[config.mk]
export PLATFORM = sky130hd
export DESIGN_NAME = bcf_ctrl
export DESIGN_NICKNAME = d
export VERILOG_FILES = /design/src/design/bcf_pkg.sv /design/src/design/bcf_ctrl.sv
export SDC_FILE = /design/constraint.sdc
export NUM_CORES = 1
export LEC_CHECK = 0
export BUFFER_PORTS_ARGS = -buffer_cell sky130_fd_sc_hd__buf_2
export CAP_MARGIN = 15
export CORE_AREA = 2 2 39 41
export DETAILED_ROUTE_END_ITERATION = 7
export DIE_AREA = 0 0 41 43
export MAX_ROUTING_LAYER = met4
export PLACE_DENSITY_LB_ADDON = 0.3
export SETUP_SLACK_MARGIN = 0.2
export SLEW_MARGIN = 10
export SYNTH_ARGS = -nofsm -noshare
export SYNTH_HDL_FRONTEND = slang
export SYNTH_SLANG_ARGS = --single-unit
[constraint.sdc]
create_clock -name clk -period 4.5 [get_ports clk]
set_input_delay 0.9 -clock clk [delete_from_list [all_inputs] [get_ports clk]]
set_output_delay 0.9 -clock clk [all_outputs]
set_load 0.05 [all_outputs]
[src/design/bcf_pkg.sv]
// shared types and constants of the bezier curve flattener
package bcf_pkg;

	// segment mode codes
	localparam logic [1:0] MODE_MOVE  = 2'd0;
	localparam logic [1:0] MODE_LINE  = 2'd1;
	localparam logic [1:0] MODE_QUAD  = 2'd2;
	localparam logic [1:0] MODE_CUBIC = 2'd3;

	// tolerance register
	localparam int unsigned TOL_W = 16;
	localparam logic [TOL_W-1:0] TOL_RESET = 16'd128;

	// commands from controller to datapath
	typedef struct packed {
		logic accept;      // load a new request, update pen
		logic load_cubic;  // new request is a cubic
		logic st1;         // first midpoints and chord midpoint
		logic st2;         // second level midpoints
		logic st3;         // curve midpoint
		logic st4;         // deviation magnitudes
		logic st5;         // squares
		logic split;       // push right half, descend into left half
		logic emit;        // load output segment, pop if stack not empty
	} cmd_t;

	// status from datapath to controller
	typedef struct packed {
		logic tol_ok;         // squared deviation within tolerance
		logic split_to_max;   // a split now reaches the depth limit
		logic pop_level_max;  // top stack entry sits at the depth limit
		logic stack_empty;    // no pending halves
		logic out_free;       // output register can take a segment
	} status_t;

endpackage

[src/design/bcf_ctrl.sv]
// controller state machine of the bezier curve flattener
module bcf_ctrl (
	input  logic              clk,
	input  logic              arst_n,
	input  logic              in_valid,
	input  logic [1:0]        mode,
	output logic              in_stall,
	input  bcf_pkg::status_t  st,
	output bcf_pkg::cmd_t     cmd
);
	import bcf_pkg::*;

	typedef enum logic [7:0] {
		S_IDLE   = 8'b0000_0001,
		S_EV1    = 8'b0000_0010,
		S_EV2    = 8'b0000_0100,
		S_EV3    = 8'b0000_1000,
		S_EV4    = 8'b0001_0000,
		S_EV5    = 8'b0010_0000,
		S_DECIDE = 8'b0100_0000,
		S_EMIT   = 8'b1000_0000
	} state_t;

	state_t state_q, state_d;

	// state register
	always_ff @(posedge clk or negedge arst_n) begin
		if (!arst_n) begin
			state_q <= S_IDLE;
		end else begin
			state_q <= state_d;
		end
	end

	// request taken only when idle
	assign in_stall = (state_q != S_IDLE);

	// next state and commands
	always_comb begin
		state_d = state_q;
		cmd     = '0;
		unique case (state_q)
			S_IDLE: begin
				if (in_valid) begin
					cmd.accept     = 1'b1;
					cmd.load_cubic = (mode == MODE_CUBIC);
					unique case (mode) inside
						MODE_MOVE:              state_d = S_IDLE;
						MODE_LINE:              state_d = S_EMIT;
						MODE_QUAD, MODE_CUBIC:  state_d = S_EV1;
						default:                state_d = S_IDLE;
					endcase
				end
			end
			S_EV1: begin
				cmd.st1 = 1'b1;
				state_d = S_EV2;
			end
			S_EV2: begin
				cmd.st2 = 1'b1;
				state_d = S_EV3;
			end
			S_EV3: begin
				cmd.st3 = 1'b1;
				state_d = S_EV4;
			end
			S_EV4: begin
				cmd.st4 = 1'b1;
				state_d = S_EV5;
			end
			S_EV5: begin
				cmd.st5 = 1'b1;
				state_d = S_DECIDE;
			end
			S_DECIDE: begin
				if (st.tol_ok) begin
					state_d = S_EMIT;
				end else begin
					cmd.split = 1'b1;
					state_d   = st.split_to_max ? S_EMIT : S_EV1;
				end
			end
			S_EMIT: begin
				if (st.out_free) begin
					cmd.emit = 1'b1;
					if (st.stack_empty) begin
						state_d = S_IDLE;
					end else begin
						state_d = st.pop_level_max ? S_EMIT : S_EV1;
					end
				end
			end
			default: begin
				state_d = S_IDLE;
			end
		endcase
	end

endmodule

==> metrics, run 1 <==
status finished clean; Post-Route WL 1364 microns; vias in the first global route 534; Sink Count 8; Routed Antenna Nets 0; CTS tree built; Site Rows 14; initial antenna violation count 0; Post-CTS Resized 0; Buffers on Ports 19; FILL cells 132; vias after detailed routing 602; FF/Latch Area 201.4 sq um; dpl cells 100; Post-synth EDFFs 0; Seq/Total Area, Yosys 30.78%; max FFs per register 8; routed vias/inst 5.788; router iterations before antenna repair 4; Pwr per Cell Area 588.4 mW/mm^2; Setup crit start kind register; Clock Skews 0.01474 ns; Yosys cell types 38; Reg clk slew, reported paths 0.06 ns; Synth Cell Area 654.4 sq um; Max-slew headroom 70.49%; GP Congestion 0.8059; Final min period 2.972 ns; Sum Neg Setup Slack 0 ns; Core Area 0.001384 sq mm; crit path DAT 2.07 ns; Area Growth Syn to Fin 14.53%; Skew-Pair Late Insertion Delay 0.26 ns; Boundary Pins 20; Post-CTS Hold Fix Bufs 0; Max clock buf depth 2; R2R depth 5; WL/cell 13.12 microns; FF-to-FF setup slack 2.85 ns; Slew @ Worst Pin 0.4392 ns; leak pwr 0.3477 nW; die span in y 43 microns; met2 usage 27.50%; RSZ-0062 raised after global routing false; met1 usage 25.00%; synthesized flop and latch total 8; DP Wirelength 1095 microns; Remaining DRCs 0; GRT Residual Overflow 0; largest net degree at the start of global routing 10; Hold WC Path Type input pin to asynchronous set/reset pin; Critical Path Sink Type output port; TritonCTS buffer count 3; Overall Global Routing Usage 18.86%; Final Slew Violations 0; Setup Fix Bufs, Post-CTS 0; grt peak-use layer met2; fmax 336.5 MHz; maxcap violations 0; Main synth FF type dfrtp_1; met3 capacity usage during global routing 6.283%; Worst VDD drop 0.0004138 V; Mean Syn Cell Area 9.484 sq um; fin crit share 66.05%; Initial DRC Count 15; cells after synthesis 69; fin cells 104; register bank with the most flops state_q; critical-path maximum fanout 9; Root Buffer Master clkbuf_4; Die X 41 microns; Post-synth ARST share 100.0%; Final setup viols 0; global-route wire length before repair 2249 microns; CTS H-Tree Depth 1; die area 0.001763 sq mm; layout cells sized above 1 37.50%; Area after DPL 723.2 sq um; Initial Util 47.29%; Post-Syn Nets 79; CP required 3.60 ns; Syn. warnings 0; Nets 99; n_diodes 0; critical path type register to output port; Largest regs state_q: 8 flops; Hold Vio Cnt, Final 0; WHS 0.4661 ns; final core utilization 54.16%; area occupied by multi-input gates 399.1 sq um; Finished Cell Area 749.5 sq um
-- cells in the final DEF (no fill, tap or decap), types with 2 or more instances in the layout --
master	n
buf_2	19
nor2_1	9
dfrtp_1	7
nor4b_1	6
and3_1	3
o21ai_0	3
clkbuf_4	3
and4_1	2
nor3_1	2
nand2_1	2
nor2b_1	2
inv_1	2
nand2b_1	2
a21oi_1	2
-- stage by stage --
| stage | worst slack [ns] | total power, mW |
|---|---|---|
| after CTS | 1.544 | 0.4432 |
| final | 1.528 | 0.4410 |
| after global routing | 1.349 | 0.4757 |
| after detailed placement | 1.847 | 0.3825 |
| after global placement | 1.919 | 0.3836 |
| after floorplan | 0.9338 | 0.3363 |
-- area by class of cell --
class,instances,share of cell area (%)
clock buffer,4,3.506
inverter,2,1.002
multi-input combinational,55,53.26
sequential,8,26.88
tap,16,2.671
timing repair buffer,19,12.69
-- synthesized netlist by cell type, drive strengths merged, types with 2 or more instances --
cell / number / area (sq um)
nand2b: 2 / 12.51
nor2b: 2 / 12.51
nor3: 3 / 20.02
and2: 2 / 13.77
a21oi: 2 / 10.01
dfrtp: 7 / 175.2
buf: 2 / 18.77
inv: 2 / 7.510
o21ai: 3 / 15.01
nand2: 2 / 7.510
clkbuf: 2 / 27.53
nor4b: 6 / 52.55
and3: 4 / 26.28
nor2: 9 / 33.78
and4: 2 / 17.52
-- final timing paths --
check,endpoint,startpoint
max,cmd[7],state_q[4]$_DFFE_PN0P_
min,state_q[2]$_DFFE_PN0P_,arst_n
max reg2reg,state_q[1]$_DFFE_PN0P_,state_q[4]$_DFFE_PN0P_
min reg2reg,state_q[3]$_DFFE_PN0P_,state_q[3]$_DFFE_PN0P_
max in group asynchronous,state_q[0]$_DFFE_PN1P_,arst_n
min in group clk,state_q[3]$_DFFE_PN0P_,state_q[3]$_DFFE_PN0P_
-- kinds of logic (layout without fill, tap and decap cells) --
group | after synthesis | count (layout) | synth area share (%)
xor gates and xnor gates | 2 | 2 | 2.677
DFF | 8 | 8 | 30.78
and+or+nand+nor | 42 | 42 | 44.75
buffers and inverters | 6 | 25 | 8.223
AOI/OAI and AO/OA | 11 | 11 | 13.57
-- layer usage --
metal | routed length (microns) | up-vias
li1 | - | 297
met1 | 624 | 288
met2 | 668 | 17
met3 | 70 | 0
met4 | 0 | 0
met5 | 0 | -
-- critical path: stages (launching register included) --
cell and delay, ns:
dfrtp_1 0.47, nor3_1 0.43, and4b_1 0.34, and2_1 0.16
and3_1 0.15, buf_2 0.26
-- where the power goes --
part / switching (mW) / internal, mW / leakage (nW)
Clock: 0.0240 / 0.0339 / 0.0150
Sequential: 0.0302 / 0.0906 / 0.107
Combinational: 0.160 / 0.102 / 0.226
Total: 0.214 / 0.227 / 0.348
(Power assumes the default switching activity.)
==> run 2: changes to the inputs <==
CORE_AREA = 2 2 40 42   (was 2 2 39 41)
DIE_AREA = 0 0 42 44   (was 0 0 41 43)
clock period = 3 ns   (was 4.5 ns; I/O delays follow)
==> metrics, run 2 (same netlist as run 1, synthesis figures left out) <==
status finished clean (unchanged); router iterations before antenna repair 4 (unchanged); Area after DPL 735.7 sq um (was 723.2 sq um); Post-Route WL 1562 microns (was 1364 microns); FF/Latch Area 201.4 sq um (unchanged); die area 0.001848 sq mm (was 0.001763 sq mm); GRT Residual Overflow 0 (unchanged); global-route wire length before repair 2421 microns (was 2249 microns); Finished Cell Area 762.0 sq um (was 749.5 sq um); Remaining DRCs 0 (unchanged); Setup Fix Bufs, Post-CTS 0 (unchanged); routed vias/inst 6.067 (was 5.788); Core Area 0.001419 sq mm (was 0.001384 sq mm); Sink Count 8 (unchanged); worst path buffer plus inverter count 1 (unchanged); Max clock buf depth 2 (unchanged); Pwr per Cell Area 902.6 mW/mm^2 (was 588.4 mW/mm^2); Initial DRC Count 20 (was 15); Post-CTS Hold Fix Bufs 0 (unchanged); Slew @ Worst Pin 0.3977 ns (was 0.4392 ns); vias in the first global route 543 (was 534); Max-slew headroom 73.28% (was 70.49%); Setup crit start kind register (unchanged); Clock Skews 0.01620 ns (was 0.01474 ns); initial antenna violation count 0 (unchanged); TritonCTS buffer count 3 (unchanged); highest-count cells in the layout ignoring fill and taps buf_2, nor2_1, dfrtp_1 (unchanged); most common cell after layout, fill and taps aside buf_2 (unchanged); leak pwr 0.3492 nW (was 0.3477 nW); largest net degree at the start of global routing 10 (unchanged); fin crit share 88.48%; Pint 0.3421 mW (was 0.2270 mW); Boundary Pins 20 (unchanged); WHS 0.1583 ns (was 0.4661 ns); DP Wirelength 1200 microns (was 1095 microns); Site Rows 14 (unchanged); Initial Util 46.12% (was 47.29%); Post-CTS Resized 0 (unchanged); area occupied by multi-input gates 411.6 sq um (was 399.1 sq um); die span in y 44 microns (was 43 microns); Overall Global Routing Usage 18.17% (was 18.86%); Largest regs state_q: 8 flops (unchanged); critical path type register to output port (unchanged); Die X 42 microns (was 41 microns); Reg clk slew, reported paths 0.07 ns (was 0.06 ns); Worst VDD drop 0.0006745 V (was 0.0004138 V); Root Buffer Master clkbuf_4 (unchanged); Clk pwr share 13.6% (was 13.1%); GP Congestion 0.8477 (was 0.8059); CP required 2.40 ns (was 3.60 ns); layout cells sized above 1 39.77% (was 37.50%); switching power 0.3457 mW (was 0.2140 mW); CP Cell Sequence nor3_2, and4b_1, and2_1, and3_1, buf_2 (was nor3_1, and4b_1, and2_1, and3_1, buf_2); Skew-Pair Late Insertion Delay 0.27 ns (was 0.26 ns); Critical Path Sink Type output port (unchanged); CP peak stage delay 0.50 ns (was 0.47 ns); FILL cells 131 (was 132); maxcap violations 0 (unchanged); Final Power 0.6877 mW (was 0.4410 mW); Final setup viols 0 (unchanged); Buffers on Ports 19 (unchanged); Hold Vio Cnt, Final 0 (unchanged); Final min period 2.655 ns; crit-path leading delay family simple AND/OR/NAND/NOR gates (unchanged); RSZ-0062 raised after global routing false (unchanged); Hold WC Path Type input pin to asynchronous set/reset pin (unchanged); Sum Neg Setup Slack 0 ns (unchanged); Seq pwr share 27.0% (was 27.4%); CTS tree built (unchanged); fmax 376.7 MHz; Routed Antenna Nets 0 (unchanged); CTS H-Tree Depth 1 (unchanged); WL/cell 15.02 microns (was 13.12 microns); vias after detailed routing 631 (was 602); Area Growth Syn to Fin 16.44% (was 14.53%); critical-path maximum fanout 9 (unchanged); Nets 99 (unchanged); slowest stage cell, crit path dfrtp_1 (unchanged); register bank with the most flops state_q (unchanged); Final Slew Violations 0 (unchanged); crit path DAT 2.05 ns (was 2.07 ns); final core utilization 53.70% (was 54.16%); max FFs per register 8 (unchanged); sw frac 50.26% (was 48.53%); Comb pwr share 59.5% (about the same); n_diodes 0 (unchanged)
run 2: power groups by stage:
stage | Combinational (mW) | Sequential [mW] | Clock (mW)
final | 0.409 | 0.185 | 0.0932
after global routing | 0.438 | 0.187 | 0.0997
after CTS | 0.407 | 0.182 | 0.0942
after detailed placement | 0.405 | 0.183 | 0
after global placement | 0.397 | 0.185 | 0
after floorplan | 0.346 | 0.164 | 0
run 2: worst paths after layout:
path,depth (start not counted),end,startpoint,slack (ns)
worst max-delay path,5,cmd[7],state_q[5]$_DFFE_PN0P_,0.35
worst min-delay path,1,state_q[3]$_DFFE_PN0P_,arst_n,0.16
worst max register to register,4,state_q[0]$_DFFE_PN1P_,state_q[5]$_DFFE_PN0P_,1.30
worst min register to register,1,state_q[5]$_DFFE_PN0P_,state_q[4]$_DFFE_PN0P_,0.66
max in group asynchronous,1,state_q[0]$_DFFE_PN1P_,arst_n,2.58
min in group clk,3,state_q[1]$_DFFE_PN0P_,st[0],0.63
run 2: final cells by class:
cell class | instances | area share [%]
tap | 16 | 2.627
clock buffer | 4 | 3.448
multi-input combinational | 55 | 54.02
inverter | 2 | 0.9852
sequential | 8 | 26.44
timing repair buffer | 19 | 12.48
run 2: metal layers:
layer	track usage, %	part of all wire (%)
met3	6.250	7.2
met1	20.72	42
met5	-	0
met4	1.935	0.26
met2	31.87	50
run 2: metrics by stage:
| step | cells | setup slack, ns |
|---|---|---|
| 6_report | 104 | 0.3455 |
| 5_1_grt | 104 | 0.2220 |
| 4_1_cts | 104 | 0.3616 |
| 3_5_place_dp | 100 | 0.6666 |
| 3_3_place_gp | 100 | 0.7375 |
| 2_1_floorplan | 69 | 0.2698 |
==> run 3: changes to the inputs <==
==> constraint.sdc (replaced) <==
create_clock -name clk -period 3 [get_ports clk]
set_input_delay 0.45 -clock clk [delete_from_list [all_inputs] [get_ports clk]]
set_output_delay 0.45 -clock clk [all_outputs]
set_load 0.05 [all_outputs]
==> metrics, run 3 (same netlist as run 1, synthesis figures left out) <==
status finished with violations (was finished clean); failing checks negative hold slack; router iterations before antenna repair 4 (unchanged); Setup crit start kind register (unchanged); Max clock buf depth 2 (unchanged); Nets 99 (unchanged); CP required 2.55 ns (was 2.40 ns); largest net degree at the start of global routing 10 (unchanged); Buffers on Ports 19 (unchanged); Pwr per Cell Area 890.3 mW/mm^2 (was 902.6 mW/mm^2); Max-slew headroom 69.78% (was 73.28%); Final min period 2.548 ns (was 2.655 ns); GRT Residual Overflow 0 (unchanged); crit path DAT 2.10 ns (was 2.05 ns); worst setup path start state_q[4]$_DFFE_PN0P_ (was state_q[5]$_DFFE_PN0P_); FF-to-FF setup slack 1.33 ns (was 1.30 ns); Reg clk slew, reported paths 0.07 ns (about the same); Clock Skews 0.02015 ns (was 0.01620 ns); layout cells sized above 1 39.77% (unchanged); vias after detailed routing 605 (was 631); register bank with the most flops state_q (unchanged); Final Worst Setup Slack 0.4523 ns (was 0.3455 ns); Die X 42 microns (unchanged); Hold WC Path Type input pin to asynchronous set/reset pin (unchanged); TritonCTS buffer count 3 (unchanged); GP Congestion 0.8475 (was 0.8477); Largest regs state_q: 8 flops (unchanged); critical-path maximum fanout 9 (unchanged); Routed Antenna Nets 0 (unchanged); Post-CTS Hold Fix Bufs 0 (unchanged); Final Slew Violations 0 (unchanged); WHS -0.003639 ns (was 0.1583 ns); DP Wirelength 1146 microns (was 1200 microns); critical path type register to output port (unchanged); Hold Vio Cnt, Final 4 (was 0); Post-Route WL 1431 microns (was 1562 microns); die area 0.001848 sq mm (unchanged); CTS H-Tree Depth 1 (unchanged); Initial DRC Count 16 (was 20); Post-CTS Resized 0 (unchanged); max FFs per register 8 (unchanged); fmax 392.5 MHz (was 376.7 MHz); Critical Path Sink Type output port (unchanged); Initial Util 46.12% (unchanged); fin crit share 84.92% (was 88.48%); Setup Fix Bufs, Post-CTS 0 (unchanged); Overall Global Routing Usage 18.55% (was 18.17%); maxcap violations 0 (unchanged); Root Buffer Master clkbuf_4 (unchanged); Slew @ Worst Pin 0.4499 ns (was 0.3977 ns); Core Area 0.001419 sq mm (unchanged); Place WS 0.8091 ns (was 0.6666 ns); Final setup viols 0 (unchanged); CTS tree built (unchanged); Sink Count 8 (unchanged); vias in the first global route 538 (was 543); Remaining DRCs 0 (unchanged); n_diodes 0 (unchanged); WL/cell 13.76 microns (was 15.02 microns); Sum Neg Setup Slack 0 ns (unchanged); Boundary Pins 20 (unchanged); die span in y 44 microns (unchanged); Reg-to-Reg Start state_q[4]$_DFFE_PN0P_ (was state_q[5]$_DFFE_PN0P_); Worst VDD drop 0.0004743 V (was 0.0006745 V); leak pwr 0.3492 nW (unchanged); Final Power 0.6784 mW (was 0.6877 mW); initial antenna violation count 0 (unchanged); Skew-Pair Late Insertion Delay 0.28 ns (was 0.27 ns); global-route wire length before repair 2380 microns (was 2421 microns); most common cell after layout, fill and taps aside buf_2 (unchanged); highest-count cells in the layout ignoring fill and taps buf_2, nor2_1, dfrtp_1 (unchanged); Area Growth Syn to Fin 16.44% (unchanged); RSZ-0062 raised after global routing false (unchanged); routed vias/inst 5.817 (was 6.067); Site Rows 14 (unchanged)
run 3: cell counts in the layout (fill, tap and decap cells not counted):
No cell type changed its count.
run 3: through the flow:
stage                     instances  cell area (sq um)  util [%]  hold WS, ns
after floorplan                  69              666.9         -       0.1544
after global placement          100              735.7     51.85       0.2963
after detailed placement        100              735.7     51.85       0.3016
after CTS                       104              762.0     53.70     0.002227
after global routing            104              762.0     53.70      0.01143
final                           104              762.0     53.70    -0.003639
run 3: worst paths after layout:
path	to	cells past startpoint
setup / recovery	cmd[7]	5
hold / removal	state_q[2]$_DFFE_PN0P_	1
setup reg to reg	state_q[7]$_DFFE_PN0P_	5
hold reg to reg	state_q[3]$_DFFE_PN0P_	1
max in group asynchronous	state_q[0]$_DFFE_PN1P_	1
min in group clk	state_q[1]$_DFFE_PN0P_	3
run 3: critical path, cell delays in order (launching register included):
cell     delay (ns)
dfrtp_1        0.47
nor3_1         0.44
and4b_1        0.35
and2_1         0.16
and3_1         0.15
buf_2          0.25
run 3: routing by layer:
layer / wire (microns) / track usage (%) / part of all wire (%)
met1: 593 / 21.03 / 41
met2: 720 / 29.06 / 50
met3: 82 / 5.000 / 5.7
met4: 34 / 11.61 / 2.4
met5: 0 / - / 0
run 3: final cells by class:
class	count	area (sq um)
fill	129	656.9
multi-input combinational	55	411.6
sequential	8	201.4
timing repair buffer	19	95.09
clock buffer	4	26.28
tap	16	20.02
inverter	2	7.507
run 3: power by group:
| group | internal (mW) | leakage, nW | switching, mW | total (mW) |
|---|---|---|---|---|
| sequential | 0.136 | 0.107 | 0.0461 | 0.182 |
| clock | 0.0512 | 0.0150 | 0.0448 | 0.0960 |
| combinational | 0.155 | 0.227 | 0.245 | 0.400 |
| total | 0.342 | 0.349 | 0.336 | 0.678 |
